File: config.mk
export PLATFORM = sky130hd
export DESIGN_NAME = bpa_first_free
export DESIGN_NICKNAME = d
export VERILOG_FILES = /design/src/rtl/assert_macros.svh /design/src/rtl/bpa_pkg.sv /design/src/rtl/bpa_first_free.sv
export SDC_FILE = /design/constraint.sdc
export NUM_CORES = 1
export LEC_CHECK = 0
export BUFFER_PORTS_ARGS = -buffer_cell sky130_fd_sc_hd__buf_2
export CAP_MARGIN = 40
export CORE_MARGIN = 2
export CORE_UTILIZATION = 58
export DETAILED_ROUTE_END_ITERATION = 7
export PLACE_DENSITY = 0.94
export SYNTH_ARGS = -nofsm -noshare
export SYNTH_HDL_FRONTEND = slang
export SYNTH_SLANG_ARGS = --single-unit
File: constraint.sdc
create_clock -name vclk -period 5.4
set_input_delay 0.54 -clock vclk [all_inputs]
set_output_delay 0.54 -clock vclk [all_outputs]
set_load 0.03 [all_outputs]
File: src/rtl/assert_macros.svh
// Assertion macros used by the RTL files.
`ifndef ASSERT_MACROS_SVH
`define ASSERT_MACROS_SVH

`ifndef NO_ASSERTIONS

`define ASSERT_CLK(name, clk, rst, prop) \
   name: assert property (@(posedge clk) disable iff (rst) prop) \
      else $error("assertion failed");

`define ASSERT_NEVER(name, clk, rst, expr) \
   name: assert property (@(posedge clk) disable iff (rst) !(expr)) \
      else $error("forbidden condition seen");

`else

`define ASSERT_CLK(name, clk, rst, prop)

`define ASSERT_NEVER(name, clk, rst, expr)

`endif

`endif

File: src/rtl/bpa_pkg.sv
package bpa_pkg;

   localparam int INDEX_W     = 12;
   localparam int TOTAL_W     = 13;
   localparam int REF_W       = 8;
   localparam int INDEX_SPAN  = 4096;
   localparam int RECIP_SHIFT = 16;

   localparam logic [TOTAL_W-1:0] PAGE_TOTAL_RESET = 13'd4096;
   localparam logic [REF_W-1:0]   REF_MAX          = 8'hFF;

   typedef enum logic [1:0] {
      CMD_ALLOC   = 2'd0,
      CMD_FREE    = 2'd1,
      CMD_RESERVE = 2'd2,
      CMD_QUERY   = 2'd3
   } cmd_type;

   typedef enum logic [1:0] {
      STATUS_OK    = 2'd0,
      STATUS_EMPTY = 2'd1,
      STATUS_RANGE = 2'd2
   } status_type;

endpackage

File: src/rtl/bpa_first_free.sv
module bpa_first_free
   import bpa_pkg::*;
#(
   parameter int WORD_BITS = 64,
   localparam int BIT_AW = $clog2(WORD_BITS)
) (
   input  logic [WORD_BITS-1:0] word,
   input  logic [TOTAL_W-1:0]   remain,
   output logic                 found,
   output logic [BIT_AW-1:0]    pos
);

   logic [WORD_BITS-1:0] free_bits;

   always_comb begin
      for (int b = 0; b < WORD_BITS; b++) begin
         free_bits[b] = !word[b] && (TOTAL_W'(b) < remain);
      end
   end

   always_comb begin
      found = 1'b0;
      pos   = '0;
      for (int b = WORD_BITS - 1; b >= 0; b--) begin
         if (free_bits[b]) begin
            found = 1'b1;
            pos   = BIT_AW'(b);
         end
      end
   end

endmodule

==> impl_table.tex, run 1 <==
\begin{tabular}{lr}
\hline
Metric & Value \\
\hline
\multicolumn{2}{l}{\textbf{Finish}} \\
\quad Fraction of final layout cells sized beyond drive strength 1 & about 28\% \\
\quad Antenna cell count & 0 \\
\quad Total non-filler cell area in the finished layout & between 2000 and 3000 um\^{}2 \\
\quad Total area of sequential cells & 0 um\^{}2 \\
\quad Layout net count & 492 \\
\quad Area overhead of the layout relative to synthesis & 15.0\% \\
\quad Post-layout utilization of the core & between 60\% and 70\% \\
\quad Number of sequential cells & 0 \\
\quad CLK BUF & 0 \\
\multicolumn{2}{l}{\textbf{Logic synthesis}} \\
\quad Top cells by area, synth & a21oi\_1 6.1\%, nor3\_1 4.4\%, o21ai\_0 4.2\% \\
\quad Yosys top cell area share & 6.12\% \\
\quad Total of warnings raised by yosys & 0 \\
\quad Avg Cell Area, Syn & 6.64 um\^{}2 \\
\quad Dominant cell by count in the synthesized netlist & a21oi\_1 \\
\quad Number of unique standard cell types used by synthesis & 76 \\
\quad Cell taking the most area after synthesis & a21oi\_1 \\
\quad Post-synthesis sequential area ratio & 0\% \\
\quad Combined area of all synthesized cells & 2370 um\^{}2 \\
\quad Top cells by instance count after synthesis & 29 x a21oi\_1, 23 x nand2\_1, 23 x nor2\_1 \\
\quad Post-Synthesis Cells & 357 \\
\quad Synthesized Nets & 434 \\
\multicolumn{2}{l}{\textbf{Setup path}} \\
\quad Data required time at the worst endpoint & 4.86 ns \\
\quad Critical path origin & remain[10] \\
\quad Family of cells with the greatest summed delay on the critical path & simple AND/OR/NAND/NOR gates \\
\quad Critical setup path kind & input pin to output port \\
\quad Category of the worst setup path capture point & output port \\
\quad Highest cell delay on the worst timing path & 0.72 ns \\
\quad Startpoint type of the worst setup path & input pin \\
\quad Maximum net fanout on the critical path & 19 \\
\quad Chain of cells forming the critical path & buf\_2 -> or4\_4 -> nor2\_2 -> a22oi\_1 -> nor3\_1 -> o311ai\_0 -> a31oi\_1 -> o21ai\_0 -> buf\_2 \\
\quad CP max-delay cell & or4\_4 \\
\quad Most frequent cell on the critical path & buf\_2 \\
\quad Count of buffering cells on the critical path with inverters included & 2 \\
\quad Arr. time, crit path & 3.47 ns \\
\multicolumn{2}{l}{\textbf{Timing}} \\
\quad Worst-margin pin slew & around 0.94 ns \\
\quad Final min period & 4.01 ns \\
\quad Post-Route Setup TNS & 0 ns \\
\quad Normalized max-slew margin & 36.9\% \\
\quad Number of failing hold endpoints at the final stage & 0 \\
\quad Worst-case hold slack & roughly 1.7 ns \\
\quad F\_max & 0.249 GHz \\
\quad RSZ-0062 raised after global routing & false \\
\quad Crit share post-route & 74.3\% \\
\quad Number of slew-limit violations in the final report & 0 \\
\quad Final-report setup violation count & 0 \\
\multicolumn{2}{l}{\textbf{Pwr}} \\
\quad Total power draw & 179 uW \\
\quad Worst IR Drop VDD & 65.6 uV \\
\quad Power per cell area & roughly 66 nW/um\^{}2 \\
\quad Static leakage & slightly below 1 nW \\
\multicolumn{2}{l}{\textbf{GRT}} \\
\quad Global-route wire length before repair & 14.9 mm \\
\quad Vias in the first global route & approximately 3.1k \\
\quad Global route total overflow & 0 \\
\quad Global-route total usage across every layer & about 41\% \\
\quad Initial antenna violation count & 0 \\
\quad Maximum number of pins on one net before global-route repair & 40 \\
\multicolumn{2}{l}{\textbf{Outcome}} \\
\quad Run status & finished clean \\
\multicolumn{2}{l}{\textbf{Die}} \\
\quad Overall die width & slightly below 70 um \\
\quad I/O pin cnt & between 80 and 90 \\
\quad Core region area & 3970 um\^{}2 \\
\quad Effective utilization at floorplan & 59.7\% \\
\quad Cell row count & 23 \\
\quad DIE AREA & about 4600 um\^{}2 \\
\quad Die span in y & 67.9 um \\
\multicolumn{2}{l}{\textbf{Clock network}} \\
\quad Post-CTS setup repair buffer count & 0 \\
\quad Count of hold buffers inserted by post-cts repair & 0 \\
\quad Number of gates resized after cts & 0 \\
\multicolumn{2}{l}{\textbf{Drt}} \\
\quad First-iteration detailed-routing DRC count & 537 \\
\quad Post-detailed-routing wire length & 9.57 mm \\
\quad Remaining design rule violation count & 0 \\
\quad Via density per instance & 7.63 \\
\quad First-pass iteration count of the detailed router & 5 \\
\quad Number of vias after detailed routing & 3532 \\
\quad WL per Instance & 20.7 um \\
\quad Number of nets still failing antenna checks after routing & 0 \\
\multicolumn{2}{l}{\textbf{Flow run}} \\
\quad Max-cap check violation count & 0 \\
\multicolumn{2}{l}{\textbf{Hold path}} \\
\quad Startpoint of the lowest-slack hold path & word[34] \\
\quad Class of the most critical hold timing path & input pin to output port \\
\multicolumn{2}{l}{\textbf{Placement}} \\
\quad Placer congestion estimate & 1.01 \\
\quad Area of placed instances & 2730 um\^{}2 \\
\quad Number of buffer cells added on primary ports & 84 \\
\quad Total half-perimeter wirelength after legalization and detailed placement & 7.21 mm \\
\hline
\end{tabular}
==> stage by stage <==
step                cells  setup slack (ns)
floorplan             357              2.07
finish                463              1.39
global placement      461              1.32
global route          463              1.14
CTS                   463              1.47
detailed placement    463              1.49
==> cell families after synthesis <==
group	after synthesis	synth area share, %
AO/OA/AOI/OAI	176	56.1
buffers and inverters	43	9.02
AND/OR/NAND/NOR	138	34.8
==> metal layers <==
metal	wire [um]	vias to the layer above	GRT usage, %
li1	-	1578	-
met1	3770	1573	57.4
met2	4220	321	65.2
met3	1210	60	6.58
met4	368	0	13.3
met5	0	-	0
==> placed cells by master, fill, tap and decap left out, drive strengths merged, types with 4 or more instances in the layout <==
cell type / instances
a21o: 7
or3: 5
and3: 6
a21oi: 29
nand2b: 9
nand4: 6
a311oi: 4
a22oi: 4
o21ai: 22
nor3: 24
nor2: 24
a211o: 4
o221ai: 4
and2: 6
nor4: 7
nand2: 23
a41oi: 9
o211ai: 8
a31o: 5
a2111oi: 5
buf: 87
o311ai: 4
or2: 6
inv: 12
a211oi: 13
a31oi: 15
o22ai: 9
o21bai: 4
nand3: 7
==> path summary, 6_finish.rpt <==
kind	cells past startpoint	slack (ns)	end
worst min-delay path	6	1.66	pos[0]
worst max-delay path	9	1.39	pos[2]
==> final cells by class <==
type	count	area, um^2
inverter	12	45.0
multi-input combinational	314	2160
tap	50	62.6
timing repair buffer	87	463
fill	351	1240
==> report_power, final <==
group | internal (mW) | total, mW | switching (mW)
logic | 0.0646 | 0.179 | 0.114
clock network | 0 | 0 | 0
registers | 0 | 0 | 0
Power figures use the tool's default switching activity.
==> run 2, diff against run 1 <==
CORE_UTILIZATION = 54   (was 58)
PLACE_DENSITY = 0.89   (was 0.94)
clock period = 3.75 ns   (was 5.4 ns; I/O delays follow)
==> run 2 against run 1 <==
Against the previous run:
- first-iteration DRC count shrank 4.3%
- final cell count grew 3.7%
- hold slack got worse by 0.37 ns
- design area increased by 3.9%
- wire length grew 1.5%
- power grew 48%
- utilization down 2.7 points
- critical path depth did not move
- critical endpoint is now pos[0]
- largest cell class unchanged
==> impl_table.tex, run 2 (synthesis results as in run 1) <==
\begin{tabular}{lr}
\hline
Metric & Value \\
\hline
\multicolumn{2}{l}{\textbf{GRT}} \\
\quad GR met3 Demand/Resource & 4.76\% (was 6.58\%) \\
\quad GR met1 Demand/Resource & 54.0\% (was 57.4\%) \\
\quad Vias in the first global route & 3048 (was 3125) \\
\quad Initial antenna violation count & 0 (unchanged) \\
\quad Routing usage on met2 & 58.6\% (was 65.2\%) \\
\quad Global route total overflow & 0 (unchanged) \\
\quad Global-route total usage across every layer & 37.7\% (was 41.5\%) \\
\quad Busiest layer in global routing & met2 (unchanged) \\
\quad Global-route wire length before repair & 15.2 mm (was 14.9 mm) \\
\quad Maximum number of pins on one net before global-route repair & 37 (was 40) \\
\multicolumn{2}{l}{\textbf{Hold path}} \\
\quad Class of the most critical hold timing path & input pin to output port (unchanged) \\
\quad Startpoint of the lowest-slack hold path & word[34] (unchanged) \\
\quad Sink of the worst hold path & pos[0] (unchanged) \\
\quad Hold depth & 6 (unchanged) \\
\multicolumn{2}{l}{\textbf{Clock network}} \\
\quad Number of gates resized after cts & 0 (unchanged) \\
\quad Post-CTS setup repair buffer count & 0 (unchanged) \\
\quad Count of hold buffers inserted by post-cts repair & 0 (unchanged) \\
\multicolumn{2}{l}{\textbf{Drt}} \\
\quad First-iteration detailed-routing DRC count & 514 (was 537) \\
\quad First-pass iteration count of the detailed router & 6 (was 5) \\
\quad WL per Instance & 20.2 um (was 20.7 um) \\
\quad Remaining design rule violation count & 0 (unchanged) \\
\quad Number of nets still failing antenna checks after routing & 0 (unchanged) \\
\quad Number of vias after detailed routing & 3514 (was 3532) \\
\quad Post-detailed-routing wire length & 9.71 mm (was 9.57 mm) \\
\quad Via density per instance & 7.32 (was 7.63) \\
\multicolumn{2}{l}{\textbf{Finish}} \\
\quad Area overhead of the layout relative to synthesis & 19.6\% (was 15.0\%) \\
\quad Layout net count & 507 (was 492) \\
\quad Antenna cell count & 0 (unchanged) \\
\quad Filler cells & 406 (was 351) \\
\quad CLK BUF & 0 (unchanged) \\
\quad Most frequent standard cell in the layout excluding fill and tap cells & buf\_2 (unchanged) \\
\quad Total area of sequential cells & 0 um\^{}2 (unchanged) \\
\quad Fraction of final layout cells sized beyond drive strength 1 & 30.6\% (was 28.1\%) \\
\quad Most frequent cells in the layout & 84 x buf\_2, 29 x a21oi\_1, 23 x nor2\_1, 23 x nand2\_1, 21 x nor3\_1 (unchanged) \\
\quad Number of sequential cells & 0 (unchanged) \\
\multicolumn{2}{l}{\textbf{Timing}} \\
\quad Post-Route Setup TNS & 0 ns (unchanged) \\
\quad RSZ-0062 raised after global routing & false (unchanged) \\
\quad Worst-margin pin slew & 0.783 ns (was 0.939 ns) \\
\quad Number of slew-limit violations in the final report & 0 (unchanged) \\
\quad Crit share post-route & 91.8\% \\
\quad Normalized max-slew margin & 47.3\% (was 36.9\%) \\
\quad Worst Setup Slack, final & 0.307 ns (was 1.39 ns) \\
\quad F\_max & between 0.2 and 0.3 GHz \\
\quad Final-report setup violation count & 0 (unchanged) \\
\quad Final min period & 3.44 ns \\
\quad Number of failing hold endpoints at the final stage & 0 (unchanged) \\
\multicolumn{2}{l}{\textbf{Setup path}} \\
\quad Critical path origin & remain[10] (unchanged) \\
\quad Maximum net fanout on the critical path & 15 (was 19) \\
\quad Category of the worst setup path capture point & output port (unchanged) \\
\quad Arr. time, crit path & 3.07 ns (was 3.47 ns) \\
\quad Data required time at the worst endpoint & 3.38 ns (was 4.86 ns) \\
\quad Startpoint type of the worst setup path & input pin (unchanged) \\
\quad Critical setup path kind & input pin to output port (unchanged) \\
\multicolumn{2}{l}{\textbf{Outcome}} \\
\quad Run status & finished clean (unchanged) \\
\multicolumn{2}{l}{\textbf{Placement}} \\
\quad Number of buffer cells added on primary ports & 84 (unchanged) \\
\quad Placer congestion estimate & 1.04 (was 1.01) \\
\quad Total half-perimeter wirelength after legalization and detailed placement & 7.54 mm (was 7.21 mm) \\
\quad Pre-CTS setup slack & 0.401 ns (was 1.49 ns) \\
\multicolumn{2}{l}{\textbf{Flow run}} \\
\quad Max-cap check violation count & 0 (unchanged) \\
\multicolumn{2}{l}{\textbf{Die}} \\
\quad Cell row count & 24 (was 23) \\
\quad Effective utilization at floorplan & 55.2\% (was 59.7\%) \\
\quad Overall die width & 70.3 um (was 67.9 um) \\
\quad I/O pin cnt & 84 (unchanged) \\
\quad Core region area & 4290 um\^{}2 (was 3970 um\^{}2) \\
\quad DIE AREA & 4940 um\^{}2 (was 4620 um\^{}2) \\
\quad Die span in y & 70.3 um (was 67.9 um) \\
\multicolumn{2}{l}{\textbf{Pwr}} \\
\quad Worst IR Drop VDD & 103 uV (was 65.6 uV) \\
\quad Static leakage & 1.06 nW (was 0.989 nW) \\
\quad Total power draw & 264 uW (was 179 uW) \\
\quad Power per cell area & 93.1 nW/um\^{}2 (was 65.6 nW/um\^{}2) \\
\hline
\end{tabular}
## run 2: cell types whose count changed in the layout (fill, tap and decap cells not counted), sizes merged
cell	change
buf	+15
## run 2: per-stage QoR
stage,area [um^2],cells,hold WS (ns),utilization (%)
floorplan,2370,357,1.08,-
global placement,2840,480,1.29,66.0
detailed placement,2840,480,1.29,66.0
CTS,2840,480,1.29,66.0
global route,2840,480,1.34,66.0
finish,2840,480,1.30,66.0
## run 2: area by class of cell
class,count,area (um^2),area share (%)
inverters,12,45.0,1.59
repair buffers,102,568,20.0
multi-input cells,314,2160,76.1
well taps,52,65.1,2.29
## run 2: power by group
part	leakage [nW]	internal (mW)	switching (mW)
registers	0	0	0
clock network	0	0	0
logic	1.06	0.0986	0.165
total	1.06	0.0986	0.165
## run 2: worst max-delay path by stage
stage          cells past startpoint      to  slack [ns]
3_5_place_dp                       9  pos[0]        0.40
2_1_floorplan                      9  pos[2]        0.75
3_3_place_gp                      10   found        0.38
6_report                           9  pos[0]        0.31
5_1_grt                            9  pos[0]        0.20
4_1_cts                            9  pos[0]        0.38
## run 2: critical path, stage by stage
cell,delay (ns)
buf_2,0.13
or4_4,0.70
nor3_4,0.47
a21oi_1,0.13
or4_1,0.45
nor3b_2,0.35
a31oi_1,0.15
o21ai_1,0.10
buf_2,0.21
## run 2: layer usage
metal | wire (um) | vias to the layer above
li1 | - | 1604
met4 | 269 | 0
met3 | 1140 | 46
met1 | 3970 | 1579
met2 | 4330 | 285
met5 | 0 | -
==> run 3, diff against run 2 <==
ABC_AREA = 1   (was not set)
CORE_UTILIZATION = 49   (was 54)
PLACE_DENSITY = 0.88   (was 0.89)
==> run 3 against run 2 <==
Against the previous run:
- the flow now finishes with violations (DRC, setup timing)
- area after synthesis down 30%
- setup slack worse by 2.2 ns
- combinational power up 14%
- first-iteration DRC count up 13%
- utilization up 25 points
- sequential share of layout area unchanged
- via count up 4.6%
- design area up 6.2%
- power up 14%
- flip-flop and latch count unchanged
- fmax down 39%
- critical path type unchanged
- largest cell class unchanged
==> impl_table.tex, run 3 <==
\begin{tabular}{lr}
\hline
Metric & Value \\
\hline
\multicolumn{2}{l}{\textbf{Timing}} \\
\quad F\_max & 0.176 GHz (was 0.290 GHz) \\
\quad Final-report setup violation count & 3 (was 0) \\
\quad Crit share post-route & 151\% (was 91.8\%) \\
\quad Worst-margin pin slew & 0.557 ns (was 0.783 ns) \\
\quad Worst-case hold slack & 1.13 ns (was 1.30 ns) \\
\quad Final min period & 5.67 ns (was 3.44 ns) \\
\quad Normalized max-slew margin & 62.5\% (was 47.3\%) \\
\quad RSZ-0062 raised after global routing & true (was false) \\
\quad Worst Setup Slack, final & -1.92 ns (was 0.307 ns) \\
\quad Number of slew-limit violations in the final report & 0 (unchanged) \\
\quad Number of failing hold endpoints at the final stage & 0 (unchanged) \\
\multicolumn{2}{l}{\textbf{Finish}} \\
\quad Filler cells & 158 (was 406) \\
\quad Layout net count & 604 (was 507) \\
\quad Fraction of final layout cells sized beyond drive strength 1 & 43.2\% (was 30.6\%) \\
\quad Antenna cell count & 0 (unchanged) \\
\quad Number of sequential cells & 0 (unchanged) \\
\quad Post-layout utilization of the core & 91.0\% (was 66.0\%) \\
\quad Area taken by multi-input logic gates & 1620 um\^{}2 (was 2160 um\^{}2) \\
\quad Most frequent standard cell in the layout excluding fill and tap cells & nand2\_1 (was buf\_2) \\
\quad Total non-filler cell area in the finished layout & 3010 um\^{}2 (was 2840 um\^{}2) \\
\quad Total area of sequential cells & 0 um\^{}2 (unchanged) \\
\quad CLK BUF & 0 (unchanged) \\
\quad Area overhead of the layout relative to synthesis & 80.4\% (was 19.6\%) \\
\quad Most frequent cells in the layout & 115 x nand2\_1, 79 x buf\_4, 74 x buf\_2 (was 84 x buf\_2, 29 x a21oi\_1, 23 x nor2\_1, 23 x nand2\_1, 21 x nor3\_1) \\
\multicolumn{2}{l}{\textbf{Pwr}} \\
\quad Share of power burned in the clock network & 0\% (about the same) \\
\quad Worst IR Drop VDD & 66.2 uV (was 103 uV) \\
\quad Static leakage & 1.68 nW (was 1.06 nW) \\
\quad Power per cell area & 100 nW/um\^{}2 (was 93.1 nW/um\^{}2) \\
\quad Switching power total & 168 uW (was 165 uW) \\
\quad Reg power frac & 0\% (about the same) \\
\quad Combinational share of power & 100.0\% (about the same) \\
\quad Internal Pwr Total & 134 uW (was 98.6 uW) \\
\quad Switch share & 55.6\% (was 62.7\%) \\
\quad Total power draw & 302 uW (was 264 uW) \\
\multicolumn{2}{l}{\textbf{Placement}} \\
\quad Pre-CTS setup slack & -1.26 ns (was 0.401 ns) \\
\quad Number of buffer cells added on primary ports & 84 (unchanged) \\
\quad Placer congestion estimate & 1.00 (was 1.04) \\
\quad Total half-perimeter wirelength after legalization and detailed placement & 6.25 mm (was 7.54 mm) \\
\quad Area of placed instances & 2640 um\^{}2 (was 2840 um\^{}2) \\
\multicolumn{2}{l}{\textbf{Setup path}} \\
\quad CP Depth & 67 (was 9) \\
\quad Highest cell delay on the worst timing path & 0.28 ns (was 0.70 ns) \\
\quad CP max-delay cell & nor2\_4 (was or4\_4) \\
\quad Most frequent cell on the critical path & nand2\_1 (was buf\_2) \\
\quad Critical setup path kind & input pin to output port (unchanged) \\
\quad Startpoint type of the worst setup path & input pin (unchanged) \\
\quad Count of buffering cells on the critical path with inverters included & 3 (was 2) \\
\quad Arr. time, crit path & 5.30 ns (was 3.07 ns) \\
\quad Category of the worst setup path capture point & output port (unchanged) \\
\quad Data required time at the worst endpoint & 3.38 ns (about the same) \\
\quad Maximum net fanout on the critical path & 7 (was 15) \\
\quad Family of cells with the greatest summed delay on the critical path & simple AND/OR/NAND/NOR gates (unchanged) \\
\multicolumn{2}{l}{\textbf{Die}} \\
\quad Die span in y & 62.4 um (was 70.3 um) \\
\quad Core region area & 3310 um\^{}2 (was 4290 um\^{}2) \\
\quad Cell row count & 21 (was 24) \\
\quad DIE AREA & 3890 um\^{}2 (was 4940 um\^{}2) \\
\quad Effective utilization at floorplan & 50.4\% (was 55.2\%) \\
\quad Overall die width & 62.4 um (was 70.3 um) \\
\quad I/O pin cnt & 84 (unchanged) \\
\multicolumn{2}{l}{\textbf{Logic synthesis}} \\
\quad Dominant cell by count in the synthesized netlist & nand2\_1 (was a21oi\_1) \\
\quad Total of warnings raised by yosys & 0 (unchanged) \\
\quad Post-Synthesis Cells & 362 (was 357) \\
\quad Top cells by area, synth & nand2\_1 28\%, nor2\_1 14\%, o21bai\_1 11\% (was a21oi\_1 6.1\%, nor3\_1 4.4\%, o21ai\_0 4.2\%) \\
\quad Post-synthesis sequential area ratio & 0\% (unchanged) \\
\quad Synthesized Nets & 439 (was 434) \\
\quad Combined area of all synthesized cells & 1670 um\^{}2 (was 2370 um\^{}2) \\
\quad Avg Cell Area, Syn & 4.61 um\^{}2 (was 6.64 um\^{}2) \\
\quad Number of unique standard cell types used by synthesis & 31 (was 76) \\
\quad Yosys top cell area share & 28.1\% (was 6.12\%) \\
\quad Top cells by instance count after synthesis & 125 x nand2\_1, 64 x nor2\_1, 41 x inv\_1 (was 29 x a21oi\_1, 23 x nand2\_1, 23 x nor2\_1) \\
\quad Cell taking the most area after synthesis & nand2\_1 (was a21oi\_1) \\
\multicolumn{2}{l}{\textbf{Drt}} \\
\quad First-iteration detailed-routing DRC count & 581 (was 514) \\
\quad Via density per instance & 6.44 (was 7.32) \\
\quad First-pass iteration count of the detailed router & 8 (was 6) \\
\quad Remaining design rule violation count & 48 (was 0) \\
\quad WL per Instance & 19.2 um (was 20.2 um) \\
\quad Number of vias after detailed routing & 3676 (was 3514) \\
\quad Number of nets still failing antenna checks after routing & 0 (unchanged) \\
\quad Post-detailed-routing wire length & 11.0 mm (was 9.71 mm) \\
\multicolumn{2}{l}{\textbf{Hold path}} \\
\quad Hold depth & 4 (was 6) \\
\quad Sink of the worst hold path & pos[0] (unchanged) \\
\quad Startpoint of the lowest-slack hold path & word[0] (was word[34]) \\
\quad Class of the most critical hold timing path & input pin to output port (unchanged) \\
\multicolumn{2}{l}{\textbf{Outcome}} \\
\quad Violated checks & DRC, setup timing \\
\quad Run status & finished, violations left (was finished clean) \\
\multicolumn{2}{l}{\textbf{GRT}} \\
\quad Global-route wire length before repair & 13.1 mm (was 15.2 mm) \\
\quad Vias in the first global route & 3135 (was 3048) \\
\quad Maximum number of pins on one net before global-route repair & 28 (was 37) \\
\quad Global route total overflow & 0 (unchanged) \\
\quad Initial antenna violation count & 0 (unchanged) \\
\quad Global-route total usage across every layer & 40.8\% (was 37.7\%) \\
\multicolumn{2}{l}{\textbf{Flow run}} \\
\quad Max-cap check violation count & 0 (unchanged) \\
\multicolumn{2}{l}{\textbf{Clock network}} \\
\quad Count of hold buffers inserted by post-cts repair & 0 (unchanged) \\
\hline
\end{tabular}
## run 3: what timing repair did
| action | 4_1_cts | 5_1_grt |
|---|---|---|
| endpoints found under the hold margin | 0 | 0 |
| setup endpoints to repair | 2 | 3 |
| setup buffers | 4 | 14 |
| pin swaps | 3 | 21 |
| resized for setup | 20 | 54 |
## run 3: worst max path at each step
stage	startpoint	endpoint
floorplan	remain[6]	pos[0]
global placement	remain[6]	pos[0]
detailed placement	remain[6]	pos[0]
CTS	remain[12]	pos[0]
global route	remain[6]	pos[0]
finish	remain[6]	pos[0]
## run 3: cells by family (layout without fill, tap and decap cells)
kind of cell    after synthesis  after routing  share of synthesized area [%]
compound gates               88             88                           33.5
buf+inv                      54            217                           13.1
simple gates                220            220                           53.4
## run 3: area by class of cell
class	count	share of cell area (%)
inverter	46	5.82
multi-input combinational	308	53.7
tap	46	1.91
timing repair buffer	171	38.6
## run 3: power by group through the flow
stage	logic, mW	registers, mW	clock network (mW)
after detailed placement	0.236	0	0
after global placement	0.223	0	0
after global routing	0.316	0	0
final	0.302	0	0
after floorplan	0.114	0	0
after CTS	0.242	0	0
## run 3: routing by layer
layer	track usage [%]	vias to the layer above	wire, um
met1	45.2	1516	3470
met3	8.88	204	1630
li1	-	1497	-
met2	70.1	459	4470
met5	0	-	0
met4	26.7	0	1390
## run 3: through the flow
step,cells,setup TNS [ns]
final,571,-2.87
after global routing,571,-3.47
after CTS,558,-1.26
after detailed placement,555,-1.51
after global placement,555,-1.10
after floorplan,362,-0.438
